==> src/multi_channel_deadline_timer_unit_defines.svh <==
// ----------------------------------------------------------------------------
// Deadline timer unit assertion macros
// Clocked, reset-gated concurrent assertion helpers for the timer unit.
// ----------------------------------------------------------------------------
`ifndef MULTI_CHANNEL_DEADLINE_TIMER_UNIT_DEFINES_SVH
`define MULTI_CHANNEL_DEADLINE_TIMER_UNIT_DEFINES_SVH

// assert a property on an explicit clock and active-low reset
`define MCDT_ASSERT_CLK(label, clk, rst_n, prop, msg) \
  label: assert property (@(posedge clk) disable iff (!rst_n) prop) else $error(msg);

// assert a property on the unit's own clock and reset
`define MCDT_ASSERT(label, prop, msg) \
  `MCDT_ASSERT_CLK(label, clk_i, rst_ni, prop, msg)

`endif

==> src/mcdt_pkg.sv <==
// ----------------------------------------------------------------------------
// Deadline timer package
// Sizes, command codes, interval table and time helpers for the timer unit.
// ----------------------------------------------------------------------------
`default_nettype none

package mcdt_pkg;

  localparam int unsigned NUM_CHANNELS = 21;
  localparam int unsigned TIME_BITS    = 32;

  localparam int unsigned ChanW    = 5;
  localparam int unsigned MsW      = 16;
  localparam int unsigned ScaleW   = 16;
  localparam int unsigned GameW    = 32;
  localparam int unsigned ProdW    = MsW + ScaleW;
  localparam int unsigned FracW    = 8;
  localparam int unsigned ScaledW  = ProdW - FracW;
  localparam int unsigned IntW     = 9;
  localparam int unsigned TableLen = 21;
  localparam int unsigned ChIdxW   = (NUM_CHANNELS > 1) ? $clog2(NUM_CHANNELS) : 1;
  localparam int unsigned ChExtW   = (ChIdxW > ChanW) ? ChIdxW : ChanW;

  localparam logic [ScaleW-1:0] ScaleReset = ScaleW'(256);

  typedef enum logic [2:0] {
    CmdTick         = 3'd0,
    CmdResetChannel = 3'd1,
    CmdCheckChannel = 3'd2,
    CmdSetPause     = 3'd3,
    CmdArmCustom    = 3'd4,
    CmdCheckCustom  = 3'd5
  } cmd_e;

  typedef logic [TIME_BITS-1:0] time_t;

  localparam logic [IntW-1:0] IntervalTable [TableLen] = '{
    9'd5,   9'd20,  9'd200, 9'd200, 9'd80,  9'd150, 9'd300,
    9'd300, 9'd300, 9'd200, 9'd150, 9'd20,  9'd100, 9'd20,
    9'd40,  9'd500, 9'd250, 9'd500, 9'd400, 9'd10,  9'd100
  };

  function automatic logic [IntW-1:0] interval_of(input logic [ChExtW-1:0] ch);
    logic [IntW-1:0] val;
    val = '0;
    if (ch < ChExtW'(TableLen)) begin
      val = IntervalTable[ch[4:0]];
    end
    return val;
  endfunction

  // deadline reached when the wrapping difference is not negative
  function automatic logic passed(input time_t now, input time_t deadline);
    time_t diff;
    diff = now - deadline;
    return !diff[TIME_BITS-1];
  endfunction

endpackage

`default_nettype wire

==> src/multi_channel_deadline_timer_unit.sv <==
// ----------------------------------------------------------------------------
// Multi-channel deadline timer unit
// Bank of fixed-interval timers plus one one-shot timer on a shared clock.
// ----------------------------------------------------------------------------
// Usage:
//   Requests enter on the in_valid_i / in_ready_o channel with a command and
//   its operands; every request yields exactly one result on the
//   out_valid_o / out_ready_i channel (done_res_o, fire_callback_o and the
//   game clock after the request), in request order.
//   cfg_we_i / cfg_wdata_i write the Q8.8 duration scale; write it only while
//   no request is in flight.
//   Flow: an accepted request moves on from the request register to the
//   result register once it is empty or being read. Throughput: one
//   request per cycle while out_ready_i is high, set by the single pass of
//   scale multiply, deadline add and compare between the two registers.
//   Reset: reference time, game clock, all deadlines and the one-shot are
//   cleared (every channel reads expired), pause is off, scale is 1.0.
//   Stall: while out_ready_i is low the result holds, the request register
//   holds one request behind it, and in_ready_o drops once both are full.
// ----------------------------------------------------------------------------
`default_nettype none

`include "multi_channel_deadline_timer_unit_defines.svh"

module multi_channel_deadline_timer_unit (
  input  logic                        clk_i,
  input  logic                        rst_ni,
  input  logic                        cfg_we_i,
  input  logic [mcdt_pkg::ScaleW-1:0] cfg_wdata_i,
  input  logic                        in_valid_i,
  output logic                        in_ready_o,
  input  logic [2:0]                  command_i,
  input  logic [mcdt_pkg::MsW-1:0]    elapsed_ms_i,
  input  logic [mcdt_pkg::ChanW-1:0]  channel_i,
  input  logic                        auto_reset_i,
  input  logic                        pause_request_i,
  input  logic [mcdt_pkg::MsW-1:0]    delay_ms_i,
  input  logic                        replace_i,
  input  logic                        callback_present_i,
  output logic                        out_valid_o,
  input  logic                        out_ready_i,
  output logic                        done_res_o,
  output logic                        fire_callback_o,
  output logic [mcdt_pkg::GameW-1:0]  game_clock_now_o
);

  // request register
  logic                        req_valid_q;
  logic [2:0]                  cmd_q;
  logic [mcdt_pkg::MsW-1:0]    elapsed_q;
  logic [mcdt_pkg::ChanW-1:0]  chan_q;
  logic                        auto_reset_q;
  logic                        pause_req_q;
  logic [mcdt_pkg::MsW-1:0]    delay_q;
  logic                        replace_q;
  logic                        cb_present_q;

  // timer state
  logic [mcdt_pkg::ScaleW-1:0] scale_q;
  mcdt_pkg::time_t             ref_time_q, ref_time_d;
  logic [mcdt_pkg::GameW-1:0]  game_time_q, game_time_d;
  logic                        paused_q, paused_d;
  mcdt_pkg::time_t             chan_dl_q [mcdt_pkg::NUM_CHANNELS];
  mcdt_pkg::time_t             os_dl_q, os_dl_d;
  logic                        os_armed_q, os_armed_d;

  // result register
  logic                        out_valid_q;
  logic                        done_q, done_d;
  logic                        fire_q, fire_d;
  logic [mcdt_pkg::GameW-1:0]  game_out_q;

  logic                         advance;
  logic [mcdt_pkg::ChExtW-1:0]  ch_ext;
  logic [mcdt_pkg::ChIdxW-1:0]  ch_idx;
  logic                         ch_in_range;
  logic [mcdt_pkg::MsW-1:0]     mul_op;
  logic [mcdt_pkg::ProdW-1:0]   prod;
  mcdt_pkg::time_t              new_dl;
  mcdt_pkg::time_t              chan_dl_rd;
  logic                         chan_we;

  assign advance    = req_valid_q && (!out_valid_q || out_ready_i);
  assign in_ready_o = !req_valid_q || advance;

  assign ch_ext      = mcdt_pkg::ChExtW'(chan_q);
  assign ch_idx      = ch_ext[mcdt_pkg::ChIdxW-1:0];
  assign ch_in_range = ch_ext < mcdt_pkg::ChExtW'(mcdt_pkg::NUM_CHANNELS);
  assign chan_dl_rd  = chan_dl_q[ch_idx];

  assign mul_op = (cmd_q == mcdt_pkg::CmdArmCustom) ? delay_q
                : mcdt_pkg::MsW'(mcdt_pkg::interval_of(ch_ext));
  assign prod   = mcdt_pkg::ProdW'(mul_op) * mcdt_pkg::ProdW'(scale_q);
  assign new_dl = ref_time_q
                + mcdt_pkg::TIME_BITS'(prod[mcdt_pkg::ProdW-1:mcdt_pkg::FracW]);

  always_comb begin
    ref_time_d  = ref_time_q;
    game_time_d = game_time_q;
    paused_d    = paused_q;
    os_dl_d     = os_dl_q;
    os_armed_d  = os_armed_q;
    chan_we     = 1'b0;
    done_d      = 1'b0;
    fire_d      = 1'b0;
    case (mcdt_pkg::cmd_e'(cmd_q))
      mcdt_pkg::CmdTick: begin
        ref_time_d = ref_time_q + mcdt_pkg::TIME_BITS'(elapsed_q);
        if (!paused_q) begin
          game_time_d = game_time_q + mcdt_pkg::GameW'(elapsed_q);
        end
      end
      mcdt_pkg::CmdResetChannel: begin
        chan_we = ch_in_range;
      end
      mcdt_pkg::CmdCheckChannel: begin
        if (ch_in_range && !paused_q && mcdt_pkg::passed(ref_time_q, chan_dl_rd)) begin
          done_d  = 1'b1;
          chan_we = auto_reset_q;
        end
      end
      mcdt_pkg::CmdSetPause: begin
        paused_d = pause_req_q;
      end
      mcdt_pkg::CmdArmCustom: begin
        fire_d     = !replace_q && os_armed_q;
        os_dl_d    = new_dl;
        os_armed_d = cb_present_q;
      end
      mcdt_pkg::CmdCheckCustom: begin
        if (os_armed_q && !paused_q && mcdt_pkg::passed(ref_time_q, os_dl_q)) begin
          os_dl_d    = ref_time_q;
          os_armed_d = 1'b0;
          fire_d     = 1'b1;
        end
      end
      default: begin
      end
    endcase
  end

  always_ff @(posedge clk_i or negedge rst_ni) begin
    if (!rst_ni) begin
      req_valid_q <= 1'b0;
    end else if (in_ready_o) begin
      req_valid_q <= in_valid_i;
    end
  end

  always_ff @(posedge clk_i) begin
    if (in_valid_i && in_ready_o) begin
      cmd_q        <= command_i;
      elapsed_q    <= elapsed_ms_i;
      chan_q       <= channel_i;
      auto_reset_q <= auto_reset_i;
      pause_req_q  <= pause_request_i;
      delay_q      <= delay_ms_i;
      replace_q    <= replace_i;
      cb_present_q <= callback_present_i;
    end
  end

  always_ff @(posedge clk_i or negedge rst_ni) begin
    if (!rst_ni) begin
      scale_q <= mcdt_pkg::ScaleReset;
    end else if (cfg_we_i) begin
      scale_q <= cfg_wdata_i;
    end
  end

  always_ff @(posedge clk_i or negedge rst_ni) begin
    if (!rst_ni) begin
      ref_time_q  <= '0;
      game_time_q <= '0;
      paused_q    <= 1'b0;
      os_dl_q     <= '0;
      os_armed_q  <= 1'b0;
      for (int i = 0; i < mcdt_pkg::NUM_CHANNELS; i++) begin
        chan_dl_q[i] <= '0;
      end
    end else if (advance) begin
      ref_time_q  <= ref_time_d;
      game_time_q <= game_time_d;
      paused_q    <= paused_d;
      os_dl_q     <= os_dl_d;
      os_armed_q  <= os_armed_d;
      if (chan_we) begin
        chan_dl_q[ch_idx] <= new_dl;
      end
    end
  end

  always_ff @(posedge clk_i or negedge rst_ni) begin
    if (!rst_ni) begin
      out_valid_q <= 1'b0;
    end else if (advance) begin
      out_valid_q <= 1'b1;
    end else if (out_ready_i) begin
      out_valid_q <= 1'b0;
    end
  end

  always_ff @(posedge clk_i) begin
    if (advance) begin
      done_q     <= done_d;
      fire_q     <= fire_d;
      game_out_q <= game_time_d;
    end
  end

  assign out_valid_o      = out_valid_q;
  assign done_res_o       = done_q;
  assign fire_callback_o  = fire_q;
  assign game_clock_now_o = game_out_q;

  `MCDT_ASSERT(a_done_fire_excl, out_valid_q |-> !(done_q && fire_q), "done and fire together")
  `MCDT_ASSERT(a_no_done_paused, (advance && paused_q) |=> !done_res_o, "expiry while paused")
  `MCDT_ASSERT(a_game_frozen, (advance && paused_q) |=> (game_clock_now_o == $past(game_time_q)), "game clock moved while paused")
  `MCDT_ASSERT(a_state_hold, (!advance) |=> (ref_time_q == $past(ref_time_q)), "reference time moved without a request")

endmodule

`default_nettype wire
==> config.mk <==
export PLATFORM = sky130hd
export DESIGN_NAME = multi_channel_deadline_timer_unit
export DESIGN_NICKNAME = d
export VERILOG_FILES = /design/src/mcdt_pkg.sv /design/src/multi_channel_deadline_timer_unit.sv
export VERILOG_INCLUDE_DIRS = /design/src /design/src/src
export SDC_FILE = /design/constraint.sdc
export NUM_CORES = 2
export LEC_CHECK = 0
export ABC_AREA = 1
export BUFFER_PORTS_ARGS = -buffer_cell sky130_fd_sc_hd__clkbuf_2
export CAP_MARGIN = 20
export CORE_ASPECT_RATIO = 0.5
export CORE_MARGIN = 2
export CORE_UTILIZATION = 58
export DETAILED_ROUTE_END_ITERATION = 8
export PLACE_DENSITY = 0.77
export SLEW_MARGIN = 20
export SYNTH_ARGS = -nofsm -noshare
export SYNTH_HDL_FRONTEND = slang
export SYNTH_SLANG_ARGS = --single-unit
==> constraint.sdc <==
create_clock -name clk_i -period 9.98 [get_ports clk_i]
set_clock_uncertainty 0.05 [all_clocks]
set_input_delay 1.996 -clock clk_i [delete_from_list [all_inputs] [get_ports clk_i]]
set_output_delay 1.996 -clock clk_i [all_outputs]
set_load 0.02 [all_outputs]
==> summary.txt <==
Clock network
  – CTS Buf Count: around 80
  – Max Buffers Root-to-Sink: 3
  – H-tree depth: 3
  – CTS tree: yes
  – Worst-Skew Late Latency: just over 700 ps
  – Clk slew on worst S/H paths: approximately 70 ps
  – Clock sink count: between 800 and 900
  – Hold-fix buffers, CTS: 0
  – Root Buffer Master: clkbuf_16

Detailed routing
  – Via Count: about 51,000
  – DR pass1 iterations: 7
  – Via/cell ratio: between 6 and 7
  – Final WL: ~190 mm
  – Remaining antenna violation count after routing: 0
  – Initial DRC Count: 7,800
  – Routed length per instance: around 24 um
  – DRC errors left: 0

Worst setup path
  – Slowest-stage cell, CP: fa_1
  – Most used cell, CP: nand2_1
  – CP arrival: 10,030 ps
  – Crit end category: flop
  – Biggest cell delay along the critical path: between 500 and 600 ps
  – Delay-heaviest family, CP: adder cells
  – Bufs and invs on worst path: 9
  – Reg2reg setup slack: around 500 ps
  – Reg2Reg Depth: a little over 40
  – Worst EP required: 10,520 ps
  – FF-to-FF End: chan_dl_q[438]$_DFFE_PN0P_
  – Maximum fanout along the worst path: 21
  – Crit Path Category: reg2reg
  – Worst setup SP type: flop
  – FF-to-FF Start: ch_ext[4]$_DFFE_PP_

Place
  – RD Place Congestion: approximately 1
  – Port bufs: 100
  – Post-DP HPWL: 119 mm
  – Inst Count DP: slightly below 8,000
  – Pre-CTS setup slack: between 200 and 250 ps

Global routing
  – Pin count of the biggest net entering global routing: 177
  – First-pass GRT wire length: approximately 290 mm
  – Gr usage total: about two fifths
  – Initial antenna violation count: 10
  – Vias in the first global route: around 48,000
  – Grt total ovfl: 0

STA
  – Final Max Slew Viols: 0
  – Slew @ Worst Pin: approximately 1200 ps
  – Tcrit/Tclk final: between 90% and 100%
  – FMAX: between 100 and 150 MHz
  – Final setup viols: 0
  – Final hold vios: 0
  – Final WS setup: 496 ps
  – Slew headroom: 20.7%
  – Tmin final: ~9500 ps
  – Aggregate negative setup slack: 0 ps

Status
  – Status: finished, final reports clean

Finish
  – Share of cells above drive strength 1: 7.65%
  – Non-Filler Instances: slightly below 8,000
  – Final net count: 7,110
  – Filler cell count: between 7,000 and 8,000
  – Layout area overhead: 7.88%

Logic synthesis
  – Post-Syn Area per Cell: ~8 um2
  – Mapped Nets: 7,268
  – Yosys cell types: 56
  – Register area share after synthesis: 40.5%
  – Ys Warns: 0
  – Post-Synthesis Cells: 6,779
  – Top FF cell, synth: dfrtp_1
  – Synthesis-stage register bit count: roughly 870
  – EDFF count, synth: just under 80
  – Mapped cell area: 54,500 um2
  – Asr flop ratio synth: between 90% and 100%

Run
  – Max-cap violations: 0

Floorplanning
  – Core Rows: just under 80
  – Starting Density: about three fifths
  – Die height: around 220 um
  – IO Count: between 100 and 150
  – Die X: approximately 440 um
  – Core footprint: about 93,000 um2
  – Die area: around 97,000 um2

Pwr
  – Power Total: approximately 23 mW
  – Worst vdd ir: 1.93 mV
  – Leak pwr: around 30 nW
  – Power Dens Cells: just under 400 nW/um2

Min path
  – Type of the worst min-delay path: reg2reg
  – Hold Path End: chan_dl_q[199]$_DFFE_PN0P_
  – HP Start: chan_dl_q[199]$_DFFE_PN0P_
  – Worst Hold Depth: 2
==> registers in the layout, indices dropped and copies added (netlist names) <==
name              flops
game_time_q          32
os_armed_q            1
paused_q              1
replace_q             1
pause_req_q           1
done_res_o            1
out_valid_o           1
req_valid_q           1
cmd_q                 3
fire_callback_o       1
game_clock_now_o     32
delay_q              16
auto_reset_q          1
scale_q              16
ref_time_q           32
elapsed_q            16
ch_ext                5
os_dl_q              32
chan_dl_q           672
cb_present_q          1
==> power by group <==
group          leakage, nW  internal [mW]  switching (mW)  total, mW
logic                 17.2           3.83            10.9       14.7
clock network         1.36           1.87            1.49       3.36
registers             11.5           4.27           0.527       4.80
total                 30.1           9.97            12.9       22.9
==> how the worst max path moves through the flow <==
stage / startpoint / end / slack, ps / cells after the start
after global routing: ch_ext[4]$_DFFE_PP_ / chan_dl_q[220]$_DFFE_PN0P_ / -20 / 41
after floorplan: ch_ext[0]$_DFFE_PP_ / chan_dl_q[638]$_DFFE_PN0P_ / 70 / 48
after global placement: ch_ext[1]$_DFFE_PP_ / chan_dl_q[445]$_DFFE_PN0P_ / 440 / 40
after detailed placement: ch_ext[1]$_DFFE_PP_ / chan_dl_q[381]$_DFFE_PN0P_ / 240 / 40
final: ch_ext[4]$_DFFE_PP_ / chan_dl_q[438]$_DFFE_PN0P_ / 500 / 41
after CTS: ch_ext[1]$_DFFE_PP_ / chan_dl_q[189]$_DFFE_PN0P_ / 200 / 40
==> layout make-up <==
cell class	count	area, um2	area share (%)
multi-input cells	4905	28300	48.3
flip-flops and latches	866	22100	37.6
clock buffers	106	2220	3.78
repair buffers	284	2160	3.68
inverters	483	1830	3.11
well taps	1255	1570	2.67
clock inverters	39	543	0.924
diodes	3	7.51	0.0128
==> Yosys cell counts (all sizes together), types with 8 or more instances <==
library cell  count  area [um2]
edfxtp           78        2340
a21o              9        67.6
nand2          2112        7940
nor4              8        50.1
xnor2            33         289
clkbuf          366        1370
a31oi            14        87.6
o22ai            64         400
fa              196        3920
inv             473        1780
buf             159        1210
xor2             72         631
dfrtp           787       19700
nand3           123         686
a21oi           158         791
nor3             21         105
clkinv           10        37.5
a22o             29         254
nor2            528        1990
o21ai           470        2360
nand4           689        4320
ha              228        2850
o221ai           95         832
==> through the flow <==
| step | instance area [um2] | hold WS, ps | util (%) |
|---|---|---|---|
| after floorplan | 54500 | 384 | - |
| after global placement | 55900 | 398 | 60.1 |
| after detailed placement | 55900 | 403 | 60.1 |
| after CTS | 58700 | 418 | 63.1 |
| after global routing | 58700 | 430 | 63.1 |
| final | 58700 | 416 | 63.2 |
==> cell usage in the layout, fill, tap and decap left out, drive strengths merged, types with 123 or more instances in the layout <==
| cell type | n |
|---|---|
| a21oi | 158 |
| fa | 196 |
| ha | 228 |
| inv | 478 |
| clkbuf | 205 |
| nand4 | 689 |
| dfrtp | 787 |
| buf | 184 |
| nand3 | 123 |
| o21ai | 470 |
| nand2 | 2112 |
| nor2 | 528 |
==> metal layers <==
metal | global-route usage [%] | up-vias | wire length, um
li1 | - | 22300 | -
met1 | 52.7 | 24400 | 72800
met2 | 56.5 | 3564 | 79200
met3 | 12.4 | 676 | 26800
met4 | 17.5 | 8 | 9090
met5 | 0 | - | 43
==> worst reg2reg max path: cells and delay by family (launching register included) <==
kind / cells / cell delay [ps]
adder cells (fa/ha/maj): 8 / 3790
AO/OA/AOI/OAI: 10 / 1980
AND/OR/NAND/NOR: 13 / 1730
buffers and inverters: 9 / 1190
flip-flops: 1 / 480
XOR/XNOR: 1 / 160
==> timing repair <==
action,CTS,global route
gates resized for setup,0,19
setup buffers,0,1
setup endpoints to repair,0,337
==> kinds of logic after synthesis <==
family / synth area share, %
and+or+nand+nor: 27.9
DFF: 40.5
buffers and inverters: 8.08
AOI/OAI and AO/OA: 9.36
xor gates and xnor gates: 1.69
adders and majority gates: 12.4
No activity file was read; power rests on OpenSTA's default activity.
